[src/hw/rtl/audio_loop_record_play_unit_assert.svh]
// Assertion macros for the audio loop record/play unit.
// Included by the top level; no other dependencies.
`ifndef AUDIO_LOOP_RECORD_PLAY_UNIT_ASSERT_SVH
`define AUDIO_LOOP_RECORD_PLAY_UNIT_ASSERT_SVH

// Same-cycle implication, off during reset.
`define ALRP_ASSERT_IMPLIES(label, clk, rst, cond, prop, msg) \
   label: assert property (@(posedge clk) disable iff (rst) (cond) |-> (prop)) \
      else $error(msg);

// Next-cycle implication, off during reset.
`define ALRP_ASSERT_NEXT(label, clk, rst, cond, prop, msg) \
   label: assert property (@(posedge clk) disable iff (rst) (cond) |=> (prop)) \
      else $error(msg);

`endif

[src/hw/rtl/alrp_pkg.sv]
// Shared constants, types and helper functions of the audio loop record/play unit.
// No dependencies; imported by alrp_if, alrp_ctrl, alrp_mix, alrp_out_fifo and the top level.
`default_nettype none

package alrp_pkg;

   localparam int unsigned LOOP_DEPTH    = 1024 * 1024;
   localparam int unsigned SAMPLE_BITS   = 24;
   localparam int unsigned ADDR_BITS     = $clog2(LOOP_DEPTH);
   localparam int unsigned POS_BITS      = $clog2(LOOP_DEPTH + 1);
   localparam int unsigned PCT_BITS      = 7;
   localparam int unsigned PCT_SCALE     = 100;
   localparam int unsigned GAIN_BITS     = 16;
   localparam int unsigned GAIN_FRAC     = 12;
   localparam int unsigned CSR_INDEX_BITS = 3;
   localparam int unsigned CSR_DATA_BITS  = 16;

   // percent times position or length
   localparam int unsigned PROD_BITS     = POS_BITS + PCT_BITS;
   // floor(n / 100) = (n * RECIP_MULT) >> RECIP_SHIFT, exact for n below 2**PROD_BITS
   localparam int unsigned RECIP_SHIFT   = PROD_BITS + 7;
   localparam int unsigned RECIP_BITS    = RECIP_SHIFT - 6;
   localparam longint unsigned RECIP_MULT =
      ((64'd1 << RECIP_SHIFT) + PCT_SCALE - 1) / PCT_SCALE;

   localparam int unsigned MIX_BITS      = SAMPLE_BITS + GAIN_BITS;
   localparam int unsigned SUM_BITS      = MIX_BITS - GAIN_FRAC + 1;

   localparam int unsigned FIFO_PTR_BITS = 2;
   localparam int unsigned CREDITS       = 1 << FIFO_PTR_BITS;
   localparam int unsigned CREDIT_BITS   = FIFO_PTR_BITS + 1;

   // input hold-off after reset or a register write, while the window bounds settle
   localparam logic [1:0]                  SETTLE     = 2'd2;

   localparam logic [POS_BITS-1:0]         DEPTH_POS  = POS_BITS'(LOOP_DEPTH);
   localparam logic [POS_BITS-1:0]         LAST_POS   = POS_BITS'(LOOP_DEPTH - 1);
   localparam logic [PROD_BITS-1:0]        PCT100     = PROD_BITS'(PCT_SCALE);
   localparam logic signed [GAIN_BITS-1:0] GAIN_RESET = GAIN_BITS'(4096);
   localparam logic [PCT_BITS-1:0]         END_RESET  = PCT_BITS'(PCT_SCALE);

   typedef enum logic [CSR_INDEX_BITS-1:0] {
      CSR_RECORD_ENABLE = 3'd0,
      CSR_PLAY_ENABLE   = 3'd1,
      CSR_LOOP_GAIN     = 3'd2,
      CSR_WINDOW_START  = 3'd3,
      CSR_WINDOW_END    = 3'd4
   } csr_index_type;

   typedef enum logic [1:0] {
      MODE_PASS,
      MODE_RECORD,
      MODE_PLAY
   } mode_type;

   typedef logic signed [SAMPLE_BITS-1:0] sample_type;

   typedef struct packed {
      logic                 we;
      logic                 re;
      logic [ADDR_BITS-1:0] addr;
      sample_type           wdata;
   } ram_cmd_type;

   typedef struct packed {
      logic       valid;
      logic       mix;
      sample_type sample;
   } mix_req_type;

   typedef struct packed {
      logic       valid;
      sample_type sample;
   } push_type;

   typedef struct packed {
      logic full;
      logic empty;
   } fifo_status_type;

   function automatic sample_type sat_sample(input logic signed [SUM_BITS-1:0] value);
      logic [SUM_BITS-SAMPLE_BITS:0] top;
      sample_type                    res;
      top = value[SUM_BITS-1:SAMPLE_BITS-1];
      if ((&top) || !(|top)) begin
         res = value[SAMPLE_BITS-1:0];
      end else if (value[SUM_BITS-1]) begin
         res = {1'b1, {(SAMPLE_BITS-1){1'b0}}};
      end else begin
         res = {1'b0, {(SAMPLE_BITS-1){1'b1}}};
      end
      return res;
   endfunction

endpackage

`default_nettype wire

[src/hw/rtl/alrp_mix.sv]
// Playback mixer: scales the loop sample by the gain, adds it to the input, saturates; else passes the input.
// Depends on alrp_pkg.
`default_nettype none

module alrp_mix (
   input  logic                                  clock,
   input  logic                                  reset,
   input  alrp_pkg::mix_req_type                 mix_req,
   input  logic [alrp_pkg::SAMPLE_BITS-1:0]      ram_rdata,
   input  logic signed [alrp_pkg::GAIN_BITS-1:0] gain,
   output alrp_pkg::push_type                    push
);
   import alrp_pkg::*;

   logic                       s1_valid_ff;
   logic                       s1_mix_ff;
   sample_type                 s1_sample_ff;
   logic signed [MIX_BITS-1:0] prod_ff, prod_in;
   logic signed [SUM_BITS-1:0] sum;
   push_type                   push_ff, push_in;

   assign prod_in = MIX_BITS'($signed(ram_rdata)) * MIX_BITS'(gain);

   // floor of the Q12 product is an arithmetic shift
   assign sum = SUM_BITS'($signed(s1_sample_ff)) + SUM_BITS'(prod_ff >>> GAIN_FRAC);

   always_comb begin
      push_in.valid  = s1_valid_ff;
      push_in.sample = s1_mix_ff ? sat_sample(sum) : s1_sample_ff;
   end

   always_ff @(posedge clock) begin
      if (reset) begin
         s1_valid_ff   <= 1'b0;
         push_ff.valid <= 1'b0;
      end else begin
         s1_valid_ff   <= mix_req.valid;
         push_ff.valid <= push_in.valid;
      end
      s1_mix_ff      <= mix_req.mix;
      s1_sample_ff   <= mix_req.sample;
      prod_ff        <= prod_in;
      push_ff.sample <= push_in.sample;
   end

   assign push = push_ff;

endmodule

`default_nettype wire

[config.mk]
export PLATFORM = sky130hd
export DESIGN_NAME = alrp_mix
export DESIGN_NICKNAME = d
export VERILOG_FILES = /design/src/hw/rtl/audio_loop_record_play_unit_assert.svh /design/src/hw/rtl/alrp_pkg.sv /design/src/hw/rtl/alrp_mix.sv
export SDC_FILE = /design/constraint.sdc
export NUM_CORES = 1
export LEC_CHECK = 0
export BUFFER_PORTS_ARGS = -buffer_cell sky130_fd_sc_hd__buf_2
export CORE_MARGIN = 3
export CORE_UTILIZATION = 65
export DETAILED_ROUTE_END_ITERATION = 10
export PLACE_DENSITY = 0.94
export SLEW_MARGIN = 20
export SYNTH_ARGS = -nofsm -noshare
export SYNTH_HDL_FRONTEND = slang
export SYNTH_SLANG_ARGS = --single-unit
[constraint.sdc]
create_clock -name clock -period 9.45 [get_ports clock]
set_clock_uncertainty 0.2 [all_clocks]
set_input_delay 1.89 -clock clock [delete_from_list [all_inputs] [get_ports clock]]
set_output_delay 1.89 -clock clock [all_outputs]
set_load 0.05 [all_outputs]
==> summary.txt, run 1 <==
Total global routing track utilization - 0.297
Synth Register Bits - 79
Critical Path Most Common Cell - fa_1
Slew @ Worst Pin - 1.08 ns
FFs w/ async S/R, synth - 0
GPL Wtd Cong - 0.900
First-pass GRT wire length - 67.1 mm
Top cells by instance count after synthesis - 438 x inv_1, 374 x fa_1, 231 x nand2_1
Endpoints failing hold - 0
Number of flops mapped to enable cells by yosys - 0
Top cells by area, synth - fa_1 44%, inv_1 9.7%, dfxtp_1 9.4%
# DRC - 0
Area leader, netlist - fa_1
Clock buffer depth - 2
DP HPWL - 32.2 mm
Post-Route Hold Slack - 0.251 ns
Setup violators final - 0
RSZ-0062 raised after global routing - no
Reg-to-reg endpoint - push[0]$_DFF_P_
Port Buf Inserts - 92
Post-Synthesis Cells - 1,801
Yosys warns - 0
Vias post-DR - 12,600
Routed WL - 40.1 mm
Largest net degree at the start of global routing - 49
Syn_nets - 2,366
Layout cells sized above 1 - 0.0866
Status - finished, final reports clean
DR pass1 iterations - 5
Final clock period utilization by the worst path - 0.900
CP Max Fanout - 24
CP max-delay cell - fa_1
Worst reg2reg path startpoint - s1_sample_ff[0]$_DFF_P_
Routed WL per cell - 18.4 microns
Worst reg-to-reg setup slack - 5.34 ns
Crit Path Category - input port to register
Gr ovfl total - 0
Critical-path cell list - buf_2 -> nand2_1 -> fa_1 -> inv_1 -> fa_1 -> fa_1 -> fa_1 -> fa_1 -> inv_1 -> fa_1 -> inv_1 -> ha_1 -> a21o_1 -> a21o_1 -> a2111oi_0 -> o31ai_1 -> nand3_1 -> a211oi_1 -> o31a_1 -> or3_1 -> a21oi_1 -> xnor2_1
Mapped Area - 0.0169 sq mm
Hold Crit Start - s1_valid_ff$_SDFF_PP0_
FMAX - 118 MHz
Startpoint types - input port
Die span in x - 167 microns
CP required - 9.51 ns
Reg2Reg Depth - 13
ANT cells - 0
Die height - 167 microns
Max-slew violations - 0
Clk Latency, worst-skew pair - 0.33 ns
CTS tree - yes
Rows - 58
Post-synth top area share - 0.443
Fillcell total - 1,687
Vias in the first global route - 14,300
Setup total negative slack - 0 ns
Worst path bufs/invs - 4
Area Overhead vs Synth - 5.50%
Most numerous cell in the Yosys netlist - inv_1
Hold path cells - 1
Setup bufs post-CTS - 0
Via density - 5.80
Full die area - 0.0280 sq mm
Antenna violations before repair - 0
CP delay by family, top - adder cells
Syn avg cell area - 9.38 sq um
Worst Setup End Kind - register
Nets - 2,408
Cts repair resizes - 0
Sequential share of the synthesized area - 0.0936
Initial Utilization - 0.667
Synth cell types - 68
Initial DRC count - 981
CTS buffer count - 9
CTS hold repair buffers - 0
Post-route ant nets - 0
Clock root buffer - clkbuf_16
I/O Pins - 93
Worst relative slew slack - 0.278
Worst Hold End - push[24]$_SDFF_PP0_
Worst min path class - register to register
WP data arrival - 8.56 ns
Clock sink count - 79
Period minus WS final - 8.50 ns
Max H-tree Level - 3
Core area - 0.0253 sq mm
Clock slew at reported path FFs - 0.06 ns
CP max stage delay - 0.61 ns
Synth Flop Type - dfxtp_1
Max-cap viol count - 0
logic make-up (layout without fill, tap and decap cells):
family,after synthesis,after routing,synth area share
fa+ha+maj,497,497,0.534
compound gates,151,151,0.0775
simple gates,513,513,0.146
flops,79,79,0.0936
xor+xnor,56,56,0.0310
buf+inv,505,551,0.117
per-layer routing:
metal | GRT usage | wire length (microns)
met5 | 0 | 0
met4 | 0.161 | 2450
met1 | 0.336 | 13300
met3 | 0.0510 | 3380
met2 | 0.537 | 21000
cells in the final DEF, fill, tap and decap left out, drive strengths merged, types with 3 or more instances in the layout:
master / synthesis / final
buf: 5 / 97
a21oi: 27 / 27
nor2b: 8 / 8
a31oi: 4 / 4
o21a: 10 / 10
or3: 3 / 3
o21bai: 7 / 7
xor2: 23 / 23
nor3: 12 / 12
o211ai: 5 / 5
a2111oi: 4 / 4
dfxtp: 79 / 79
and3: 4 / 4
and2: 153 / 153
ha: 123 / 123
inv: 438 / 438
fa: 374 / 374
a21o: 28 / 28
bufinv: 0 / 3
nand3: 9 / 9
or2b: 4 / 4
nor2: 68 / 68
nand4: 5 / 5
nand2b: 10 / 10
xnor2: 33 / 33
a311oi: 23 / 23
o21ai: 19 / 19
clkbuf: 57 / 10
a211oi: 9 / 9
nand2: 232 / 232
how the worst max path moves through the flow:
stage / startpoint / to / slack [ns] / depth (start not counted)
3_5_place_dp: gain[1] / prod_ff[38]$_DFF_P_ / 0.71 / 24
5_1_grt: gain[7] / prod_ff[38]$_DFF_P_ / 0.58 / 24
6_report: gain[7] / prod_ff[38]$_DFF_P_ / 0.95 / 22
4_1_cts: gain[1] / prod_ff[38]$_DFF_P_ / 1.01 / 24
2_1_floorplan: ram_rdata[14] / prod_ff[38]$_DFF_P_ / 1.38 / 24
3_3_place_gp: gain[15] / prod_ff[38]$_DFF_P_ / 0.98 / 21
through the flow:
step	cell area (sq um)	utilization	std cells	worst slack, ns
final	17800	0.703	2177	0.948
after global routing	17800	0.703	2177	0.582
after CTS	17800	0.703	2177	1.01
after detailed placement	17500	0.690	2162	0.708
after global placement	17500	0.690	2162	0.979
after floorplan	16900	-	1801	1.38
sequential cells by signal (all words and copies together) (netlist names):
register,count
s1_valid_ff,1
s1_sample_ff,24
s1_mix_ff,1
push,25
prod_ff,28
worst reg2reg max path: stages, from the launching register on:
cell	delay [ns]
dfxtp_1	0.34
ha_1	0.21
inv_1	0.07
fa_1	0.42
nor2b_1	0.20
o2111ai_2	0.14
a31o_1	0.26
o21ai_1	0.30
o211a_1	0.24
o21ai_1	0.10
and3_1	0.21
nor3_1	0.34
a41oi_4	0.51
a311oi_1	0.47
cell type report:
class | count | area, sq um | share of cell area
Inverter | 439 | 1650 | 0.0925
Sequential cell | 79 | 1580 | 0.0888
Clock inverter | 5 | 106 | 0.00597
Tap cell | 330 | 413 | 0.0232
Clock buffer | 10 | 239 | 0.0134
Timing Repair Buffer | 97 | 498 | 0.0279
Multi-Input combinational cell | 1217 | 13300 | 0.748
Power of run 1 is not shown: default switching activity piles up to over one toggle a cycle in this logic, so the estimate is an artifact.
==> inputs of run 2 (changes only) <==
==> constraint.sdc (replaced) <==
create_clock -name clock -period 9.45 [get_ports clock]
set_clock_uncertainty 0.2 [all_clocks]
set_input_delay 0.945 -clock clock [delete_from_list [all_inputs] [get_ports clock]]
set_output_delay 0.945 -clock clock [all_outputs]
set_load 0.05 [all_outputs]
==> summary.txt, run 2 (synthesized netlist as in run 1, its figures left out) <==
Full die area - 0.0280 sq mm
Endpoints failing hold - 0
Worst relative slew slack - 0.281
CP max-delay cell - clkinv_1
Final clock period utilization by the worst path - 0.820
Worst path bufs/invs - 4
# DRC - 0
Gr ovfl total - 0
Flip-flop count of the largest register after layout - 28
Clock root buffer - clkbuf_16
Layout cells sized above 1 - 0.0846
I/O Pins - 93
Port Buf Inserts - 92
Largest register by flop count - prod_ff
Critical Path Most Common Cell - fa_1
Worst Setup End Kind - register
CP Max Fanout - 19
Total global routing track utilization - 0.297
Nets - 2,404
ANT cells - 0
WP data arrival - 7.82 ns
Clock slew at reported path FFs - 0.06 ns
Max H-tree Level - 3
Final core utilization - 0.702
GPL Wtd Cong - 0.899
Startpoint types - input port
Post-route ant nets - 0
Routed WL per cell - 18.4 microns
Core area - 0.0253 sq mm
Clk Latency, worst-skew pair - 0.34 ns
Die height - 167 microns
Worst min path class - register to register
Area Overhead vs Synth - 5.28%
Initial Utilization - 0.667
CTS hold repair buffers - 0
Setup total negative slack - 0 ns
CTS tree - yes
Initial DRC count - 1,010
Slew @ Worst Pin - 1.07 ns
Critical-path cell list - buf_2 -> clkinv_1 -> nor2_1 -> fa_1 -> fa_1 -> fa_1 -> fa_1 -> fa_1 -> inv_1 -> fa_1 -> inv_1 -> ha_1 -> and4_1 -> a21o_1 -> a2111oi_0 -> o31ai_1 -> nand3_1 -> a211oi_1 -> o31a_1 -> or3_1 -> a21oi_1 -> xnor2_1
Largest net degree at the start of global routing - 49
Setup bufs post-CTS - 0
Die span in x - 167 microns
Status - finished, final reports clean
Cts repair resizes - 0
Rows - 58
Commonest cells after routing, fill and taps aside - 438 x inv_1, 374 x fa_1, 231 x nand2_1, 152 x and2_1, 123 x ha_1
Clock sink count - 79
CP delay by family, top - adder cells
Worst Setup Slack, final - 1.70 ns
Placed instance count - 2,158
Crit Path Category - input port to register
CP max stage delay - 0.61 ns
Vias in the first global route - 14,200
DR pass1 iterations - 7
Max-slew violations - 0
Max-cap viol count - 0
Setup violators final - 0
Vias post-DR - 12,500
Period minus WS final - 7.75 ns
Clock buffer depth - 2
Non-filler instance count after layout - 2,174
CTS buffer count - 9
Pre-CTS setup slack - 1.41 ns
FMAX - 129 MHz
Leading cell type in the layout, fill and taps excluded - inv_1
DP HPWL - 32.5 mm
RSZ-0062 raised after global routing - no
Via density - 5.75
Routed WL - 40.1 mm
Antenna violations before repair - 0
CP required - 9.52 ns
First-pass GRT wire length - 66.8 mm
-- run 2: final cells by class --
| type | count | area (sq um) |
|---|---|---|
| multi-input cells | 1217 | 13300 |
| fillers | 1664 | 7550 |
| inverters | 439 | 1650 |
| flip-flops and latches | 79 | 1580 |
| repair buffers | 93 | 468 |
| well taps | 330 | 413 |
| clock buffers | 10 | 229 |
| clock inverters | 6 | 109 |
-- run 2: through the flow --
step / hold slack [ns] / area, sq um
6_report: 0.238 / 17800
5_1_grt: 0.258 / 17800
4_1_cts: 0.247 / 17800
3_5_place_dp: 0.233 / 17400
3_3_place_gp: 0.219 / 17400
2_1_floorplan: 0.214 / 16900
-- run 2: worst register-to-register path, stage by stage (launching register included) --
cell and delay (ns):
dfxtp_1 0.34, ha_1 0.20, inv_1 0.07, fa_1 0.41, nor2b_1 0.19, o2111ai_2 0.13, a31o_1 0.24, o21ai_1 0.26
o211a_1 0.23, o21ai_1 0.10, and3_1 0.20, nor3_1 0.34, a41oi_4 0.51, a311oi_2 0.46
-- run 2: worst paths after layout --
check                          startpoint                  end  slack, ns  depth (start not counted)
setup / recovery                 gain[15]  prod_ff[38]$_DFF_P_       1.70                         22
hold / removal     s1_valid_ff$_SDFF_PP0_  push[24]$_SDFF_PP0_       0.24                          1
setup reg to reg  s1_sample_ff[0]$_DFF_P_      push[8]$_DFF_P_       5.47                         13
hold reg to reg    s1_valid_ff$_SDFF_PP0_  push[24]$_SDFF_PP0_       0.24                          1
-- run 2: routing by layer --
layer  GRT usage  vias up  wire [microns]
li1            -     5419               -
met1       0.340     6194           13500
met2       0.528      662           20900
met3      0.0496      222            3200
met4       0.170        0            2450
met5           0        -               0
Power of run 2 is left out for the same reason.
==> inputs of run 3 (changes only) <==
clock period = 8 ns   (was 9.45 ns; I/O delays follow)
==> summary.txt, run 3 (synthesized netlist as in run 1, its figures left out) <==
Worst relative slew slack - 0.281
Die span in x - 167 microns
Slew @ Worst Pin - 1.08 ns
Global Route met3 Usage - 0.0555
Grt peak-use layer - met2
Routed WL - 40.8 mm
RSZ-0062 raised after global routing - no
Clock slew at reported path FFs - 0.06 ns
Die height - 167 microns
Nets - 2,412
Area Overhead vs Synth - 5.30%
CTS buffer count - 9
Via density - 5.79
CP required - 8.07 ns
Clk Latency, worst-skew pair - 0.33 ns
CP max stage delay - 0.60 ns
Gr ovfl total - 0
CP max-delay cell - fa_1
Leading cell type in the layout, fill and taps excluded - inv_1
Endpoints failing hold - 0
Largest register by flop count - prod_ff
Commonest cells after routing, fill and taps aside - 438 x inv_1, 374 x fa_1, 231 x nand2_1, 152 x and2_1, 123 x ha_1
Startpoint types - input port
Vias in the first global route - 14,400
Max-cap viol count - 0
Rows - 58
Critical Path Most Common Cell - fa_1
Worst min path class - register to register
Crit Path Category - input port to register
Max H-tree Level - 3
First-pass GRT wire length - 68.1 mm
Setup bufs post-CTS - 0
Port Buf Inserts - 92
CP Max Fanout - 24
Cts repair resizes - 0
Vias post-DR - 12,600
Met1 usage - 0.342
WP data arrival - 7.51 ns
Total global routing track utilization - 0.302
Largest net degree at the start of global routing - 49
Full die area - 0.0280 sq mm
Critical-path cell list - buf_2 -> nand2_1 -> fa_1 -> inv_1 -> fa_1 -> fa_1 -> fa_1 -> fa_1 -> inv_1 -> fa_1 -> inv_1 -> ha_1 -> and4_1 -> a21o_1 -> a2111oi_0 -> o31ai_1 -> nand3_1 -> a211oi_1 -> o31a_1 -> or3_1 -> a21oi_1 -> xnor2_1
DR pass1 iterations - 5
Initial DRC count - 950
Clock buffer depth - 2
Layout cells sized above 1 - 0.0891
ANT cells - 0
DP HPWL - 33.1 mm
FMAX - 134 MHz
GPL Wtd Cong - 0.928
Initial Utilization - 0.667
# DRC - 0
Clock sink count - 79
Antenna violations before repair - 0
CTS hold repair buffers - 0
Worst Setup End Kind - register
Routed WL per cell - 18.7 microns
Flip-flop count of the largest register after layout - 28
Global routing usage on met2 - 0.540
Final clock period utilization by the worst path - 0.931
I/O Pins - 93
Period minus WS final - 7.45 ns
Post-route ant nets - 0
Status - finished, final reports clean
Setup total negative slack - 0 ns
Core area - 0.0253 sq mm
Max-slew violations - 0
Clock root buffer - clkbuf_16
Setup violators final - 0
CTS tree - yes
[run 3: changes by cell type in the layout (fill, tap and decap cells not counted)]
| cell | before | now |
|---|---|---|
| clkbuf_1 | 1 | 0 |
| inv_6 | 0 | 2 |
| clkbuf_8 | 0 | 1 |
| bufinv_16 | 3 | 0 |
| clkinvlp_4 | 0 | 1 |
| buf_4 | 1 | 9 |
[run 3: final cells by class]
class | instances | area (sq um)
clock buffer | 10 | 239
tap | 330 | 413
sequential | 79 | 1580
clock inverter | 6 | 43.8
inverter | 439 | 1650
multi-input combinational | 1217 | 13300
fill | 1717 | 7540
timing repair buffer | 101 | 528
[run 3: critical path: cells and delay by family]
family          cells  cell delay, ns
buf+inv             4            0.65
simple gates        4            0.98
xor+xnor            1            0.13
compound gates      6            1.51
fa+ha+maj           7            3.40
[run 3: final timing paths]
kind | from | to | slack [ns] | cells after the start
worst max register to register | s1_sample_ff[0]$_DFF_P_ | push[14]$_DFF_P_ | 3.64 | 14
worst min-delay path | s1_valid_ff$_SDFF_PP0_ | push[24]$_SDFF_PP0_ | 0.24 | 1
worst max-delay path | gain[7] | prod_ff[38]$_DFF_P_ | 0.55 | 22
worst min register to register | s1_valid_ff$_SDFF_PP0_ | push[24]$_SDFF_PP0_ | 0.24 | 1
[run 3: stage by stage]
| step | area [sq um] | std cells | setup WS (ns) | util | hold slack (ns) |
|---|---|---|---|---|---|
| 2_1_floorplan | 16900 | 1801 | 1.02 | - | 0.214 |
| 3_3_place_gp | 17500 | 2166 | 0.548 | 0.691 | 0.220 |
| 3_5_place_dp | 17500 | 2166 | 0.335 | 0.691 | 0.232 |
| 4_1_cts | 17800 | 2182 | 0.657 | 0.702 | 0.245 |
| 5_1_grt | 17800 | 2182 | 0.216 | 0.702 | 0.258 |
| 6_report | 17800 | 2182 | 0.554 | 0.702 | 0.240 |
[run 3: layer usage]
| metal | vias to the layer above | routed length, microns |
|---|---|---|
| met5 | - | 0 |
| met4 | 0 | 2450 |
| met3 | 202 | 3250 |
| met2 | 681 | 21300 |
| met1 | 6307 | 13800 |
| li1 | 5434 | - |
Power of run 3 is left out for the same reason.
