[config.mk]
export PLATFORM = sky130hd
export DESIGN_NAME = alrp_out_fifo_flat
export DESIGN_NICKNAME = d
export VERILOG_FILES = /design/src/hw/rtl/audio_loop_record_play_unit_assert.svh /design/src/hw/rtl/alrp_pkg.sv /design/src/hw/rtl/alrp_if.sv /design/src/hw/rtl/alrp_out_fifo.sv /design/src/flat_wrapper.sv
export SDC_FILE = /design/constraint.sdc
export NUM_CORES = 1
export LEC_CHECK = 0
export BUFFER_PORTS_ARGS = -buffer_cell sky130_fd_sc_hd__buf_4
export CORE_UTILIZATION = 50
export CTS_BUF_LIST = sky130_fd_sc_hd__clkbuf_8
export DETAILED_ROUTE_END_ITERATION = 8
export GPL_TIMING_DRIVEN = 0
export PLACE_DENSITY = 0.76
export SLEW_MARGIN = 20
export SYNTH_ARGS = -nofsm -noshare
export SYNTH_HDL_FRONTEND = slang
export SYNTH_SLANG_ARGS = --single-unit
[constraint.sdc]
create_clock -name clock -period 3 [get_ports clock]
set_input_delay 0.15 -clock clock [delete_from_list [all_inputs] [get_ports clock]]
set_output_delay 0.15 -clock clock [all_outputs]
set_load 0.1 [all_outputs]
[src/hw/rtl/audio_loop_record_play_unit_assert.svh]
// Assertion macros for the audio loop record/play unit.
// Included by the top level; no other dependencies.
`ifndef AUDIO_LOOP_RECORD_PLAY_UNIT_ASSERT_SVH
`define AUDIO_LOOP_RECORD_PLAY_UNIT_ASSERT_SVH

// Same-cycle implication, off during reset.
`define ALRP_ASSERT_IMPLIES(label, clk, rst, cond, prop, msg) \
   label: assert property (@(posedge clk) disable iff (rst) (cond) |-> (prop)) \
      else $error(msg);

// Next-cycle implication, off during reset.
`define ALRP_ASSERT_NEXT(label, clk, rst, cond, prop, msg) \
   label: assert property (@(posedge clk) disable iff (rst) (cond) |=> (prop)) \
      else $error(msg);

`endif

[src/hw/rtl/alrp_pkg.sv]
// Shared constants, types and helper functions of the audio loop record/play unit.
// No dependencies; imported by alrp_if, alrp_ctrl, alrp_mix, alrp_out_fifo and the top level.
`default_nettype none

package alrp_pkg;

   localparam int unsigned LOOP_DEPTH    = 1024 * 1024;
   localparam int unsigned SAMPLE_BITS   = 24;
   localparam int unsigned ADDR_BITS     = $clog2(LOOP_DEPTH);
   localparam int unsigned POS_BITS      = $clog2(LOOP_DEPTH + 1);
   localparam int unsigned PCT_BITS      = 7;
   localparam int unsigned PCT_SCALE     = 100;
   localparam int unsigned GAIN_BITS     = 16;
   localparam int unsigned GAIN_FRAC     = 12;
   localparam int unsigned CSR_INDEX_BITS = 3;
   localparam int unsigned CSR_DATA_BITS  = 16;

   // percent times position or length
   localparam int unsigned PROD_BITS     = POS_BITS + PCT_BITS;
   // floor(n / 100) = (n * RECIP_MULT) >> RECIP_SHIFT, exact for n below 2**PROD_BITS
   localparam int unsigned RECIP_SHIFT   = PROD_BITS + 7;
   localparam int unsigned RECIP_BITS    = RECIP_SHIFT - 6;
   localparam longint unsigned RECIP_MULT =
      ((64'd1 << RECIP_SHIFT) + PCT_SCALE - 1) / PCT_SCALE;

   localparam int unsigned MIX_BITS      = SAMPLE_BITS + GAIN_BITS;
   localparam int unsigned SUM_BITS      = MIX_BITS - GAIN_FRAC + 1;

   localparam int unsigned FIFO_PTR_BITS = 2;
   localparam int unsigned CREDITS       = 1 << FIFO_PTR_BITS;
   localparam int unsigned CREDIT_BITS   = FIFO_PTR_BITS + 1;

   // input hold-off after reset or a register write, while the window bounds settle
   localparam logic [1:0]                  SETTLE     = 2'd2;

   localparam logic [POS_BITS-1:0]         DEPTH_POS  = POS_BITS'(LOOP_DEPTH);
   localparam logic [POS_BITS-1:0]         LAST_POS   = POS_BITS'(LOOP_DEPTH - 1);
   localparam logic [PROD_BITS-1:0]        PCT100     = PROD_BITS'(PCT_SCALE);
   localparam logic signed [GAIN_BITS-1:0] GAIN_RESET = GAIN_BITS'(4096);
   localparam logic [PCT_BITS-1:0]         END_RESET  = PCT_BITS'(PCT_SCALE);

   typedef enum logic [CSR_INDEX_BITS-1:0] {
      CSR_RECORD_ENABLE = 3'd0,
      CSR_PLAY_ENABLE   = 3'd1,
      CSR_LOOP_GAIN     = 3'd2,
      CSR_WINDOW_START  = 3'd3,
      CSR_WINDOW_END    = 3'd4
   } csr_index_type;

   typedef enum logic [1:0] {
      MODE_PASS,
      MODE_RECORD,
      MODE_PLAY
   } mode_type;

   typedef logic signed [SAMPLE_BITS-1:0] sample_type;

   typedef struct packed {
      logic                 we;
      logic                 re;
      logic [ADDR_BITS-1:0] addr;
      sample_type           wdata;
   } ram_cmd_type;

   typedef struct packed {
      logic       valid;
      logic       mix;
      sample_type sample;
   } mix_req_type;

   typedef struct packed {
      logic       valid;
      sample_type sample;
   } push_type;

   typedef struct packed {
      logic full;
      logic empty;
   } fifo_status_type;

   function automatic sample_type sat_sample(input logic signed [SUM_BITS-1:0] value);
      logic [SUM_BITS-SAMPLE_BITS:0] top;
      sample_type                    res;
      top = value[SUM_BITS-1:SAMPLE_BITS-1];
      if ((&top) || !(|top)) begin
         res = value[SAMPLE_BITS-1:0];
      end else if (value[SUM_BITS-1]) begin
         res = {1'b1, {(SAMPLE_BITS-1){1'b0}}};
      end else begin
         res = {1'b0, {(SAMPLE_BITS-1){1'b1}}};
      end
      return res;
   endfunction

endpackage

`default_nettype wire

[src/hw/rtl/alrp_if.sv]
// Valid/ready word channels of the audio loop record/play unit.
// Depends on alrp_pkg.
`default_nettype none


interface alrp_rsp_if;
   import alrp_pkg::*;
   logic       valid;
   logic       ready;
   sample_type sample_out;
   modport source (output valid, output sample_out, input ready);
   modport sink (input valid, input sample_out, output ready);
endinterface

`default_nettype wire

[src/hw/rtl/alrp_out_fifo.sv]
// Output word queue that decouples the mixer from the result channel.
// Depends on alrp_pkg and alrp_if.
`default_nettype none

module alrp_out_fifo (
   input  logic                      clock,
   input  logic                      reset,
   input  alrp_pkg::push_type        push,
   alrp_rsp_if.source                rsp_ch,
   output alrp_pkg::fifo_status_type status
);
   import alrp_pkg::*;

   sample_type               entries_ff [CREDITS];
   logic [FIFO_PTR_BITS-1:0] wr_ptr_ff, wr_ptr_in;
   logic [FIFO_PTR_BITS-1:0] rd_ptr_ff, rd_ptr_in;
   logic [CREDIT_BITS-1:0]   count_ff, count_in;
   logic                     pop;

   assign pop = rsp_ch.valid && rsp_ch.ready;

   always_comb begin
      wr_ptr_in = push.valid ? wr_ptr_ff + FIFO_PTR_BITS'(1) : wr_ptr_ff;
      rd_ptr_in = pop ? rd_ptr_ff + FIFO_PTR_BITS'(1) : rd_ptr_ff;
      count_in  = count_ff;
      if (push.valid && !pop) begin
         count_in = count_ff + CREDIT_BITS'(1);
      end else if (!push.valid && pop) begin
         count_in = count_ff - CREDIT_BITS'(1);
      end
   end

   always_ff @(posedge clock) begin
      if (reset) begin
         wr_ptr_ff <= '0;
         rd_ptr_ff <= '0;
         count_ff  <= '0;
      end else begin
         wr_ptr_ff <= wr_ptr_in;
         rd_ptr_ff <= rd_ptr_in;
         count_ff  <= count_in;
      end
   end

   always_ff @(posedge clock) begin
      if (push.valid) begin
         entries_ff[wr_ptr_ff] <= push.sample;
      end
   end

   assign rsp_ch.valid      = count_ff != '0;
   assign rsp_ch.sample_out = entries_ff[rd_ptr_ff];
   assign status.full       = count_ff == CREDIT_BITS'(CREDITS);
   assign status.empty      = count_ff == '0;

endmodule

`default_nettype wire

[src/flat_wrapper.sv]
// flat-port wrapper written by rule: the top's interface ports become plain ports
module alrp_out_fifo_flat import alrp_pkg::*;
  (clock, reset, push, status, rsp_ch_valid, rsp_ch_sample_out, rsp_ch_ready);
  alrp_rsp_if rsp_ch_i ();
  input  logic clock;
  input  logic reset;
  input  alrp_pkg::push_type push;
  output alrp_pkg::fifo_status_type status;
  output wire logic [$bits(rsp_ch_i.valid)-1:0] rsp_ch_valid;
  output wire logic [$bits(rsp_ch_i.sample_out)-1:0] rsp_ch_sample_out;
  input wire logic [$bits(rsp_ch_i.ready)-1:0] rsp_ch_ready;
  assign rsp_ch_valid = rsp_ch_i.valid;
  assign rsp_ch_sample_out = rsp_ch_i.sample_out;
  assign rsp_ch_i.ready = rsp_ch_ready;
  alrp_out_fifo u_core (.clock(clock), .reset(reset), .push(push), .rsp_ch(rsp_ch_i), .status(status));
endmodule
==> run summary, run 1 <==
The share of total power in combinational logic came out at around 44%. Across all register-to-register paths, the minimum setup slack is 0.96 ns. The proportion of synthesized flip-flops having asynchronous set or reset came out at 0%.

CTS saw 105 sinks. The depth of the CTS H-tree came out at 3. The top fanout value on the critical path came out at 6. For hold timing, the worst endpoint is u_core.wr_ptr_ff[0]. The flow ran to the end, and the final reports show no timing, DRC or antenna violations. The total vias in the final route is about 1,900. The final hold slack is 0.0849 ns. The number of buffers between clock root and the deepest sink is 2. The total die area is just over 8000 um^2. The timing-limited maximum frequency came out at ~500 MHz. Counting I/O delays and the setup requirement, the final critical path takes 2.04 ns. The detailed placer's ending HPWL is around 3800 um. The number of diodes added for antenna fixing is 0. The class of the tightest hold or removal check is input port to register. The routability congestion estimate from global placement is approximately 0.7. The setup clock skew after layout is 0.0115 ns. In this run the remaining antenna-violating nets after routing total 0.

The number of cells on the worst reg-to-reg path came out at 7. The share of cells above drive strength 1 is approximately 38%. The start of the worst register-to-register path is u_core.count_ff[0]. In this run the critical register-to-register path is captured at u_core.count_ff[2]. Of the available clock period, the critical path in the final layout requires 68.1%. The clock tree from TritonCTS is built. The number of failing setup endpoints in the final timing report is 0.

Entering global routing, the biggest net connects 25 pins. For this run, the total global-route usage over all layers was measured as between 10% and 20%. For the pin with the worst max-slew slack, the measured transition is between 0.6 and 0.7 ns. The overall power of the completed layout is ~4.7 mW. The average footprint of a synthesized cell came out at around 23 um^2.

The core footprint is just under 8000 um^2. Global routing consumed, on the met2 layer, 28.1% of the routing resources. The final hold violation count came out at 0.

The worst max-slew margin expressed relative to the limit came out at between 50% and 60%. Of all cell types, the one taking the most synthesized area is edfxtp_1. The number of stages on the worst hold path came out at 3. For this design the total switching power over the nets is 2.00 mW.

The number of buffers created by CTS came out at 9. The number of pins exceeding their max-slew limit in the final report came out at 0. For this run, design rule violations remaining after detail routing come to 0.

Counting every instance in the synthesized netlist gives between 150 and 200. In this run the most used layer during global routing was met2. The net count of the mapped netlist came out at about 200.

The die is 90.9 um wide. The via count of the first global-routing pass came out at around 2,000. In the final design database the tool counted approximately 290 nets. By startpoint and endpoint, the worst setup path is classified as register to register. The clock power share came out at a little under a fifth. The portion of the post-synthesis area used by sequential elements is slightly below 80%. The global-route met3 utilization is roughly 3.5%. The initial antenna violation count is 0. Setup repair after global routing left no endpoint under its margin. STA classifies the critical path endpoint as a register. STA classifies the critical path startpoint as a register. The count of input and output buffers is 53. STA puts the critical path data arrival time at 2.34 ns. The buffers inserted during post-CTS setup optimization came out at 0.

The global-route wire length before repair came out at 10,300 um. Yosys attributes the largest share of cell area to edfxtp_1 73%, mux4_2 11%, dfxtp_1 4.6%. Net switching is 42.8% of the power.

The most common cell in the synthesized netlist is edfxtp_1. The vertical die dimension is 90.9 um. The netlist area before placement came out at 3950 um^2.

The number of detailed-routing iterations run before antenna repair came out at 4. The proportion of netlist area held by the largest area contributor is between 70% and 80%. The initial cell density of the core came out at about half. By count the netlist is led by 96 x edfxtp_1, 20 x mux4_2, 9 x dfxtp_1.

The via density per instance is approximately 5.2. The total internal power is 2.67 mW. The number of gates resized after cts is 0. The total wirelength of the detailed-routed design came out at 6290 um. The number of DRC markers in iteration 0 is 151. The number of enable-type register cells in the synthesized netlist is 96.

The number of library cell types mapped by synthesis came out at 22. The routed length per instance came out at ~17 um. At the later pin of the worst-skew pair, clock insertion delay measures around 0.37 ns. The setup TNS is 0 ns. The peak supply drop is ~0.00093 V. For the worst setup path, the data required time is between 3 and 4 ns. Synthesis inferred ~110 register bits. The worst hold path begins at push[24].

The clock-pin slew reported for the worst setup and hold paths after clock tree synthesis came out at approximately 0.090 ns. For this run, global-route usage on met1 was measured as between 20 and 25%. The power per cell area is 947 nW/um^2. The number of top-level pins came out at 55. The tool flagged a number of max-cap violations equal to 0.

The total congestion overflow after global routing is 0. The part of the total power dissipated in sequential elements is 37.4%. The floorplan has 32 rows. The most used flip-flop cell after synthesis is edfxtp_1. The leakage power figure came out at about 1.7 nW. The root buffer cell chosen for the clock tree is clkbuf_8. The post-layout instance area came out at 4920 um^2. For this run, the number of Yosys warnings is 0. The area overhead of the layout relative to synthesis is 24.6%.

The standard cell area after detailed placement is between 4000 and 5000 um^2.
[repair_timing]
action,in CTS,in global routing
endpoints found under the hold margin,93,0
hold buffers,24,0
setup endpoints to repair,0,0
[per-stage QoR]
stage,util (%),setup slack [ns],cells
after floorplan,-,0.250,171
after global placement,58.2,0.980,326
after detailed placement,58.3,0.958,326
after CTS,64.1,0.942,366
after global routing,64.1,0.779,366
final,64.1,0.958,366
[cell usage in the layout (no fill, tap or decap)]
master         Yosys  final
dfxtp_1            9      9
buf_6              1      1
clkinv_2           0      1
mux4_1             4      4
mux2i_1            2      2
edfxtp_1          96     96
o31ai_2            1      1
inv_1              4      4
buf_4              0     53
or3_1              2      2
xor2_1             4      4
ha_1               5      5
nor2_1             7      7
mux4_2            20     20
inv_6              0      2
o21ai_0            1      1
dlygate4sd3_1      0     24
fa_1               1      1
bufinv_16          0      1
buf_2              2      2
nor3b_1            1      1
o311ai_0           1      1
buf_12             2      2
clkinv_4           0      3
a21oi_1            1      1
and2_2             0      4
xnor2_1            1      1
clkbuf_1           2      2
clkbuf_8           0      9
[worst max-delay path, stage by stage, from the launching register on]
cell	delay, ns
dfxtp_1	0.39
o31ai_2	0.31
ha_1	0.23
inv_1	0.06
fa_1	0.37
xor2_1	0.18
or3_1	0.31
a21oi_1	0.13
[final cells by class]
cell class / instances / area [um^2]
clock inverter: 7 / 78.8
fill: 561 / 2760
inverter: 4 / 15.0
buffer: 7 / 68.8
tap: 102 / 128
multi-input combinational: 55 / 810
sequential: 105 / 3060
timing repair buffer: 77 / 638
clock buffer: 9 / 124
[registers in the layout (all words and copies together), names as in the netlist, named ones only]
| signal | cells |
|---|---|
| u_core.count_ff | 3 |
| u_core.wr_ptr_ff | 2 |
| u_core.rd_ptr_ff | 2 |
| u_core.entries_ff | 96 |
[power groups by stage]
stage | logic [mW] | clock network [mW] | registers, mW
global route | 2.13 | 0.935 | 1.75
global placement | 2.03 | 0 | 1.77
finish | 2.05 | 0.870 | 1.74
detailed placement | 2.04 | 0 | 1.78
CTS | 2.07 | 0.883 | 1.74
floorplan | 1.68 | 0 | 1.76
[how the worst max path moves through the flow]
stage,startpoint,to,depth (start not counted)
final,u_core.count_ff[0],u_core.count_ff[2],7
after global placement,u_core.count_ff[0],u_core.count_ff[2],7
after CTS,u_core.count_ff[0],u_core.count_ff[2],7
after detailed placement,u_core.count_ff[0],u_core.count_ff[2],7
after floorplan,u_core.count_ff[2],status[1],1
after global routing,u_core.count_ff[0],u_core.count_ff[2],7
[cells by family after synthesis]
| family | share of synthesized area [%] |
|---|---|
| AOI/OAI and AO/OA | 0.791 |
| xor gates and xnor gates | 1.11 |
| adders and majority gates | 2.09 |
| buffers and inverters | 2.12 |
| DFF | 77.5 |
| muxes | 14.6 |
| and+or+nand+nor | 1.80 |
[layer usage]
metal / vias to the layer above / routed length [um]
li1: 872 / -
met1: 965 / 2680
met2: 44 / 3260
met3: 7 / 242
met4: 0 / 103
met5: - / 0
(Power assumes the default switching activity.)
==> run 2: changes to the inputs <==
--- a/config.mk
+++ b/config.mk
@@ -5,12 +5,13 @@
 export SDC_FILE = /design/constraint.sdc
 export NUM_CORES = 1
 export LEC_CHECK = 0
+export ABC_AREA = 1
 export BUFFER_PORTS_ARGS = -buffer_cell sky130_fd_sc_hd__buf_4
 export CORE_UTILIZATION = 50
 export CTS_BUF_LIST = sky130_fd_sc_hd__clkbuf_8
 export DETAILED_ROUTE_END_ITERATION = 8
 export GPL_TIMING_DRIVEN = 0
-export PLACE_DENSITY = 0.76
+export PLACE_DENSITY = 0.78
 export SLEW_MARGIN = 20
 export SYNTH_ARGS = -nofsm -noshare
 export SYNTH_HDL_FRONTEND = slang
==> constraint.sdc (replaced) <==
create_clock -name clock -period 1.8 [get_ports clock]
set_input_delay 0.09 -clock clock [delete_from_list [all_inputs] [get_ports clock]]
set_output_delay 0.09 -clock clock [all_outputs]
set_load 0.1 [all_outputs]
==> run 2 against run 1 <==
Core utilization is 2.2 points higher; die area is 6.0% higher; critical path type is now register to output port; highest routed layer unchanged; largest power group unchanged; clock power is 75% higher.
==> run summary, run 2 <==
The core footprint is 8180 um^2 (was 7690 um^2). The final period demand of the worst path is between 1.5 and 2 ns. The worst max-slew margin expressed relative to the limit is 59.2% (was 56.9%). The final hold slack came out at 0.0512 ns (was 0.0849 ns).

The count of state elements after synthesis came out at 105 (unchanged). The net count of the mapped netlist came out at 330 (was 205). The share of cells above drive strength 1 was 38.0% (was 37.5%).

The floorplan die width is 93.6 um (was 90.9 um). The total die area was 8760 um^2 (was 8260 um^2). In the finished design, the share of the clock period the worst path needs comes to 95.0%.

The dominant register cell in the synthesized netlist was edfxtp_1 (unchanged). RSZ-0062 raised after global routing: false (unchanged). The timing-limited maximum frequency is about 600 MHz. The combined buffer and inverter count along the critical path came to 4 (was 1). The share of synthesized area spent on multiplexers came out at 0% (was 14.6%). The type of element capturing the critical path was an output port (was register).

The peak supply drop came out at 0.00110 V (was 0.000928 V). The netlist area before placement is 4200 um^2 (was 3950 um^2). The setup clock skew after layout is 0.0134 ns (was 0.0115 ns). The Yosys warning count is 0 (unchanged). Registers with the most flip-flops: u_core.entries_ff (96), u_core.count_ff (3) (unchanged). The share of the synthesized area in compound gates (AO/OA/AOI/OAI) is 13.2% (was 0.792%). The startpoint type of the worst setup path is a register (unchanged). The portion of the post-synthesis area used by sequential elements was 73.0% (was 77.5%).

The vertical die dimension is 93.6 um (was 90.9 um). The fill cell instance count of the final layout is 603 (was 561). The type of the worst setup path is register to output port (was register to register).

Cell chain of the critical path: inv_2 > buf_6 > buf_6 > nor2_2 > o22ai_2 > buf_8 (was o31ai_2 > ha_1 > inv_1 > fa_1 > xor2_1 > or3_1 > a21oi_1). The average footprint of a synthesized cell was 14.2 um^2 (was 23.1 um^2). The number of buffers created by CTS is 9 (unchanged).

The total congestion overflow after global routing is 0 (unchanged). The via density per instance is 5.38 (was 5.16). The dominant cell type by area after synthesis is edfxtp_1 (unchanged). The critical path data required time is 1.71 ns (was 3.30 ns). The dominant cell by count in the synthesized netlist was edfxtp_1 (unchanged). The start of the worst register-to-register path is u_core.count_ff[0] (unchanged).

Top cell types by occurrence after synthesis: 96 x edfxtp_1, 47 x o21ai_0, 34 x nor2_1 (was 96 x edfxtp_1, 20 x mux4_2, 9 x dfxtp_1). The sequential standard cell area is 3070 um^2 (was 3060 um^2). The critical-path cell with the highest stage delay is dfxtp_2 (was dfxtp_1).

The initial cell density of the core is 51.3% (was 51.4%). The count of input and output buffers came to 54 (was 53). The combined area of the multi-input logic cells is 1050 um^2 (was 810 um^2).

The register name with the most flops is u_core.entries_ff (unchanged). The global routing usage summed across all routing layers came out at 20.9% (was 17.1%). The leakage power figure is 1.94 nW (was 1.72 nW). The data arrival time at the worst-slack endpoint came out at 1.62 ns (was 2.34 ns). The number of enable-type register cells in the synthesized netlist is 96 (unchanged). The class of the tightest hold or removal check is input port to register (unchanged). The number of failing setup endpoints in the final timing report is 0 (unchanged). The number of sinks on the clock net is 105 (unchanged).

The number of diodes added for antenna fixing came out at 0 (unchanged). The via count of the first global-routing pass came to 2,661 (was 1,998). The leading cell type in the layout, fill and taps excluded is edfxtp_1 (unchanged). The cell type group with the largest total delay on the critical path is buffers and inverters (was adder cells). The worst-skew pair later-pin latency is 0.38 ns (was 0.37 ns).

The number of flip-flops under the largest register name came out at 96 (unchanged). Commonest non-fill, non-tap cells in the layout: 96 x edfxtp_1, 47 x o21ai_0, 40 x buf_4, 33 x nor2_1, 25 x dlygate4sd3_1 (was 96 x edfxtp_1, 53 x buf_4, 24 x dlygate4sd3_1, 20 x mux4_2). The instance count of the mapped netlist was 296 (was 171). The post-synthesis share of cell area spent on and, or, nand and nor gates is 7.90% (was 1.80%). The number of buffers between clock root and the deepest sink came out at 2 (unchanged).

The post-layout instance area is 5420 um^2 (was 4920 um^2). The pin count of the biggest net entering global routing came out at 25 (unchanged). The slew at the pin closest to its max-slew limit came out at 0.611 ns (was 0.647 ns). The total number of nets in the final design is 424 (was 293). The stage delay of the slowest cell on the critical path came out at 0.35 ns (was 0.39 ns).

The power per cell area came out at 1590 nW/um^2 (was 947 nW/um^2). The proportion of netlist area held by the largest area contributor came out at 68.7% (was 73.0%). Outcome: complete, no violations (unchanged). The max capacitance violation total came out at 0 (unchanged). The clock tree from TritonCTS is built (unchanged). The initial antenna violation count came to 0 (unchanged). The cell repeated most along the worst path is buf_6.

The standard cell area after detailed placement came to 4790 um^2 (was 4480 um^2). The total wirelength of the detailed-routed design came out at 8940 um (was 6290 um). The number of DRC markers in iteration 0 came to 214 (was 151). Top cells by area, synth: edfxtp_1 69%, o22ai_2 6.0%, o21ai_0 5.6% (was edfxtp_1 73%, mux4_2 11%, dfxtp_1 4.6%).

The number of pins exceeding their max-slew limit in the final report came to 0 (unchanged). The area overhead of the layout relative to synthesis is 29.2% (was 24.6%). The clock-pin slew reported for the worst setup and hold paths after clock tree synthesis is 0.10 ns (was 0.09 ns).

The XOR/XNOR share of the synthesized area came out at 0.209% (was 1.11%). The number of detailed-routing iterations run before antenna repair came to 4 (unchanged). The cell row count is 33 (was 32). The detailed placer's ending HPWL came out at 5010 um (was 3810 um). The global-route wire length before repair is 13,100 um (was 10,300 um). The fraction of the mapped netlist area in adder cells is 1.97% (was 2.09%). The main combinational cell family by area after synthesis was compound AO/OA/AOI/OAI gates (was multiplexers). The number of library cell types mapped by synthesis is 22 (unchanged). The top fanout value on the critical path is 10 (was 6). The number of remaining DRC errors came out at 0 (unchanged).

The depth of the CTS H-tree is 3 (unchanged). The total vias in the final route came out at 2,688 (was 1,888). The routability congestion estimate from global placement came out at 0.721 (was 0.686).

The routed length per instance came out at 17.9 um (was 17.2 um). The number of top-level pins is 55 (unchanged). The root buffer cell is clkbuf_8 (unchanged). The proportion of synthesized flip-flops having asynchronous set or reset is 0% (unchanged). The final hold violation count came out at 0 (unchanged). The final antenna-violating net count is 0 (unchanged).

The hold path startpoint is rsp_ch_ready (was push[24]).
-- run 2: cell types whose count changed after synthesis, sizes merged, moves of 3 or more --
cell   delta
buf       +8
inv      +13
and2      -4
nor2     +47
nand2    +15
mux4     -24
nand3     +3
o21ai    +50
a21oi     +4
o22ai    +24
xor2      -3
-- run 2: report_power, final --
group | leakage (nW) | total, mW | internal (mW) | switching (mW)
sequential | 0.958 | 2.92 | 2.83 | 0.0899
combinational | 0.879 | 4.21 | 1.11 | 3.09
clock | 0.105 | 1.52 | 0.668 | 0.852
-- run 2: cell type report --
type,count,share of cell area (%)
buffer,14,1.96
sequential,105,56.7
inverter,17,1.45
timing repair buffer,81,14.1
multi-input combinational,160,19.3
clock inverter,7,1.52
tap,105,2.42
clock buffer,9,2.29
timing repair inverter,2,0.277
-- run 2: worst reg2reg max path: stages (launching register included) --
cell	delay (ns)
dfxtp_4	0.38
nor2_4	0.16
nand2_8	0.07
nand2_2	0.11
ha_4	0.13
inv_1	0.05
fa_2	0.33
inv_1	0.06
nand2_1	0.04
nand3_1	0.09
nand2_1	0.05
nand2_1	0.05
nor2_1	0.03
-- run 2: kinds of logic after synthesis --
| kind of cell | count (synthesis) |
|---|---|
| buf+inv | 31 |
| flops | 105 |
| fa+ha+maj | 6 |
| xor+xnor | 1 |
| compound gates | 80 |
| simple gates | 73 |
-- run 2: timing repair --
item,in CTS,in global routing
pin swaps,0,1
hold buffers,25,0
endpoints found under the setup margin,92,101
cloned,0,2
setup buffers,0,2
resized for setup,21,23
endpoints found under the hold margin,101,0
-- run 2: metrics by stage --
step | power (mW) | setup WS, ns | TNS (ns) | util, % | cells
final | 8.64 | 0.0898 | 0 | 66.3 | 500
after detailed placement | 6.84 | -0.0667 | -2.87 | 58.6 | 455
after global placement | 6.78 | -0.0410 | -0.960 | 58.6 | 455
after CTS | 8.49 | -0.00152 | -0.00152 | 65.1 | 496
after global routing | 8.94 | 0.0179 | 0 | 66.3 | 500
after floorplan | 6.03 | 0.00968 | 0 | - | 296
-- run 2: worst paths after layout --
kind                                              end  slack [ns]  cells past startpoint
worst max-delay path            rsp_ch_sample_out[12]        0.09                      6
worst min-delay path                         register        0.05                      3
worst max register to register     u_core.count_ff[2]        0.13                     12
worst min register to register               register        0.51                      2
-- run 2: layer usage --
metal / global-route usage (%) / part of all wire [%] / vias up
met5: 0 / 0 / -
met4: 11.0 / 2.1 / 0
met3: 4.31 / 4.9 / 19
met2: 33.5 / 52 / 79
met1: 26.8 / 41 / 1328
li1: - / - / 1262
==> run 3: changes to the inputs <==
==> constraint.sdc (replaced) <==
create_clock -name clock -period 1.8 [get_ports clock]
set_input_delay 0.18 -clock clock [delete_from_list [all_inputs] [get_ports clock]]
set_output_delay 0.18 -clock clock [all_outputs]
set_load 0.1 [all_outputs]
==> run 3 against run 2 <==
Cell area up 3.1%; non-clock buffer count down 2; critical path depth down 1; setup slack worse by 0.050 ns; core utilization up 2.1 points; sequential power about the same; register-to-register slack about the same; highest routed layer unchanged.
==> run summary, run 3 (synthesized netlist as in run 2, its figures left out) <==
The total number of nets in the final design came out at 422 (was 424). The leakage power figure came out at 2.01 nW (was 1.94 nW). The number of sinks on the clock net came out at 105 (unchanged). The share of cells above drive strength 1 came out at 38.7% (was 38.0%).

The initial cell density of the core came out at 51.3% (unchanged). The number of diodes added for antenna fixing came out at 0 (unchanged). The number of remaining DRC errors is 0 (unchanged). The number of DRC markers in iteration 0 is 187 (was 214). The max capacitance violation total is 0 (unchanged). The depth of the CTS H-tree is 3 (unchanged). The core footprint came to 8180 um^2 (unchanged). The area overhead of the layout relative to synthesis came out at 33.2% (was 29.2%). The setup clock skew after layout is 0.0114 ns (was 0.0134 ns). RSZ-0062 raised after global routing: true (was false). The number of buffers between clock root and the deepest sink came out at 2 (unchanged). The hold path startpoint is push[1] (was rsp_ch_ready). The routability congestion estimate from global placement was 0.721 (unchanged).

The via count of the first global-routing pass came out at 2,610 (was 2,661). The detailed placer's ending HPWL is 5010 um (unchanged). The instance count on the critical path is 5 (was 6). The cell type group with the largest total delay on the critical path is buffers and inverters (unchanged).

Cell chain of the critical path: inv_6 > clkbuf_4 > o21ai_0 > o22ai_2 > buf_6 (was inv_2 > buf_6 > buf_6 > nor2_2 > o22ai_2 > buf_8). The number of cells on the worst reg-to-reg path is 12 (unchanged). The worst-skew pair later-pin latency came out at 0.38 ns (about the same). The timing-limited maximum frequency came to 568 MHz (was 585 MHz). The stage delay of the slowest cell on the critical path is 0.40 ns (was 0.35 ns).

The number of buffers created by CTS came out at 9 (unchanged). The worst max-slew margin expressed relative to the limit came out at 59.1% (was 59.2%). The number of stages on the worst hold path came to 1 (was 3). The clock-pin slew reported for the worst setup and hold paths after clock tree synthesis came to 0.10 ns (about the same). The final worst-path setup slack came out at 0.0398 ns (was 0.0898 ns). The cell row count is 33 (unchanged). The type of the worst setup path is register to output port (unchanged). The number of flip-flops under the largest register name is 96 (unchanged). The number of pins exceeding their max-slew limit in the final report came out at 0 (unchanged). The end point of the worst hold path is u_core.entries_ff[3][1]. The end of the worst register-to-register path is u_core.count_ff[2] (unchanged). The pin count of the biggest net entering global routing was 25 (unchanged). The overall power of the completed layout came out at 9.03 mW (was 8.64 mW). The global routing usage summed across all routing layers came out at 20.7% (was 20.9%).

The count of placed standard cells including taps is 455 (unchanged). Registers with the most flip-flops: u_core.entries_ff (96), u_core.count_ff (3) (unchanged). The type of element capturing the critical path was an output port (unchanged). The total wirelength of the detailed-routed design is 9020 um (was 8940 um). The slew at the pin closest to its max-slew limit came out at 0.612 ns (was 0.611 ns). The clock tree from TritonCTS is built (unchanged).

The leading cell type in the layout, fill and taps excluded was edfxtp_1 (unchanged). The total congestion overflow after global routing came out at 0 (unchanged). The final hold violation count came out at 0 (unchanged). The power per cell area is 1620 nW/um^2 (was 1590 nW/um^2). The count of input and output buffers is 54 (unchanged).

The total vias in the final route is 2,692 (was 2,688). The peak supply drop was 0.000971 V (was 0.00110 V). Outcome: complete, no violations (unchanged). The via density per instance came out at 5.41 (was 5.38). The number of failing setup endpoints in the final timing report is 0 (unchanged). The register-to-register setup slack is 0.13 ns (about the same).

The data arrival time at the worst-slack endpoint came out at 1.58 ns (was 1.62 ns). The register name with the most flops was u_core.entries_ff (unchanged). The critical path data required time is 1.62 ns (was 1.71 ns). The number of standard cells in the layout, taps in and fillers out is 498 (was 500). The start of the worst register-to-register path is u_core.count_ff[0] (unchanged).

The class of the tightest hold or removal check was input port to register (unchanged). The floorplan die width came out at 93.6 um (unchanged). The routed length per instance came out at 18.1 um (was 17.9 um). The combined buffer and inverter count along the critical path is 3 (was 4). The root buffer cell is clkbuf_8 (unchanged). The setup slack after placement is -0.0667 ns (unchanged). The final period demand of the worst path is 1.76 ns (was 1.71 ns). The critical-path cell with the highest stage delay is dfxtp_4 (was dfxtp_2). The final antenna-violating net count came to 0 (unchanged).

The number of top-level pins is 55 (unchanged). The vertical die dimension is 93.6 um (unchanged). The global-route wire length before repair came out at 13,000 um (was 13,100 um). The number of detailed-routing iterations run before antenna repair came out at 4 (unchanged). The final clock period utilization by the worst path came out at 97.8% (was 95.0%). The top fanout value on the critical path is 10 (unchanged).

The total die area came out at 8760 um^2 (unchanged). The initial antenna violation count is 0 (unchanged). Commonest non-fill, non-tap cells in the layout: 96 x edfxtp_1, 44 x o21ai_0, 35 x buf_4, 33 x nor2_1, 24 x o22ai_2 (was 96 x edfxtp_1, 47 x o21ai_0, 40 x buf_4, 33 x nor2_1, 25 x dlygate4sd3_1). The startpoint type of the worst setup path is a register (unchanged). The final hold slack came to 0.0122 ns (was 0.0512 ns).
-- run 3: cell types whose count changed in the layout (fill, tap and decap cells not counted), sizes merged --
| cell | delta |
|---|---|
| buf | +2 |
| dlygate4sd3 | -4 |
-- run 3: worst max path at each step --
| stage | endpoint | slack, ns |
|---|---|---|
| after global routing | rsp_ch_sample_out[17] | -0.02 |
| after floorplan | u_core.count_ff[2] | 0.01 |
| after CTS | rsp_ch_sample_out[13] | 0.0004 |
| after global placement | u_core.entries_ff[0][9] | -0.04 |
| after detailed placement | u_core.entries_ff[0][22] | -0.07 |
| final | rsp_ch_sample_out[2] | 0.04 |
-- run 3: layer usage --
layer | GRT usage (%) | wire [um]
met1 | 27.2 | 3650
met5 | 0 | 0
met2 | 33.0 | 4790
met3 | 4.07 | 428
met4 | 10.4 | 153
-- run 3: report_power, final --
part           internal, mW  switching [mW]  total (mW)
Combinational          1.43            3.16        4.59
Clock                 0.668           0.844        1.51
Sequential             2.83           0.101        2.93
-- run 3: area by class of cell --
cell class	instances	area, um^2
flip-flops and latches	105	3080
clock inverters	7	82.6
well taps	105	131
repair buffers	79	862
fillers	554	2590
inverters	17	83.8
plain buffers	14	165
repair inverters	2	15.0
clock buffers	9	124
multi-input cells	160	1050
-- run 3: through the flow --
| step | utilization (%) | area, um^2 | TNS (ns) |
|---|---|---|---|
| final | 68.4 | 5590 | 0 |
| after global routing | 68.4 | 5590 | -0.125 |
| after CTS | 65.0 | 5320 | 0 |
| after detailed placement | 58.6 | 4790 | -2.87 |
| after global placement | 58.6 | 4790 | -0.960 |
| after floorplan | - | 4250 | 0 |
-- run 3: timing repair --
action | in CTS | in global routing
hold buffers | 16 | 5
resized for setup | 46 | 44
cloned | 0 | 4
pin swaps | 2 | 7
endpoints found under the setup margin | 94 | 105
buffers inserted | 0 | 2
endpoints found under the hold margin | 59 | 18
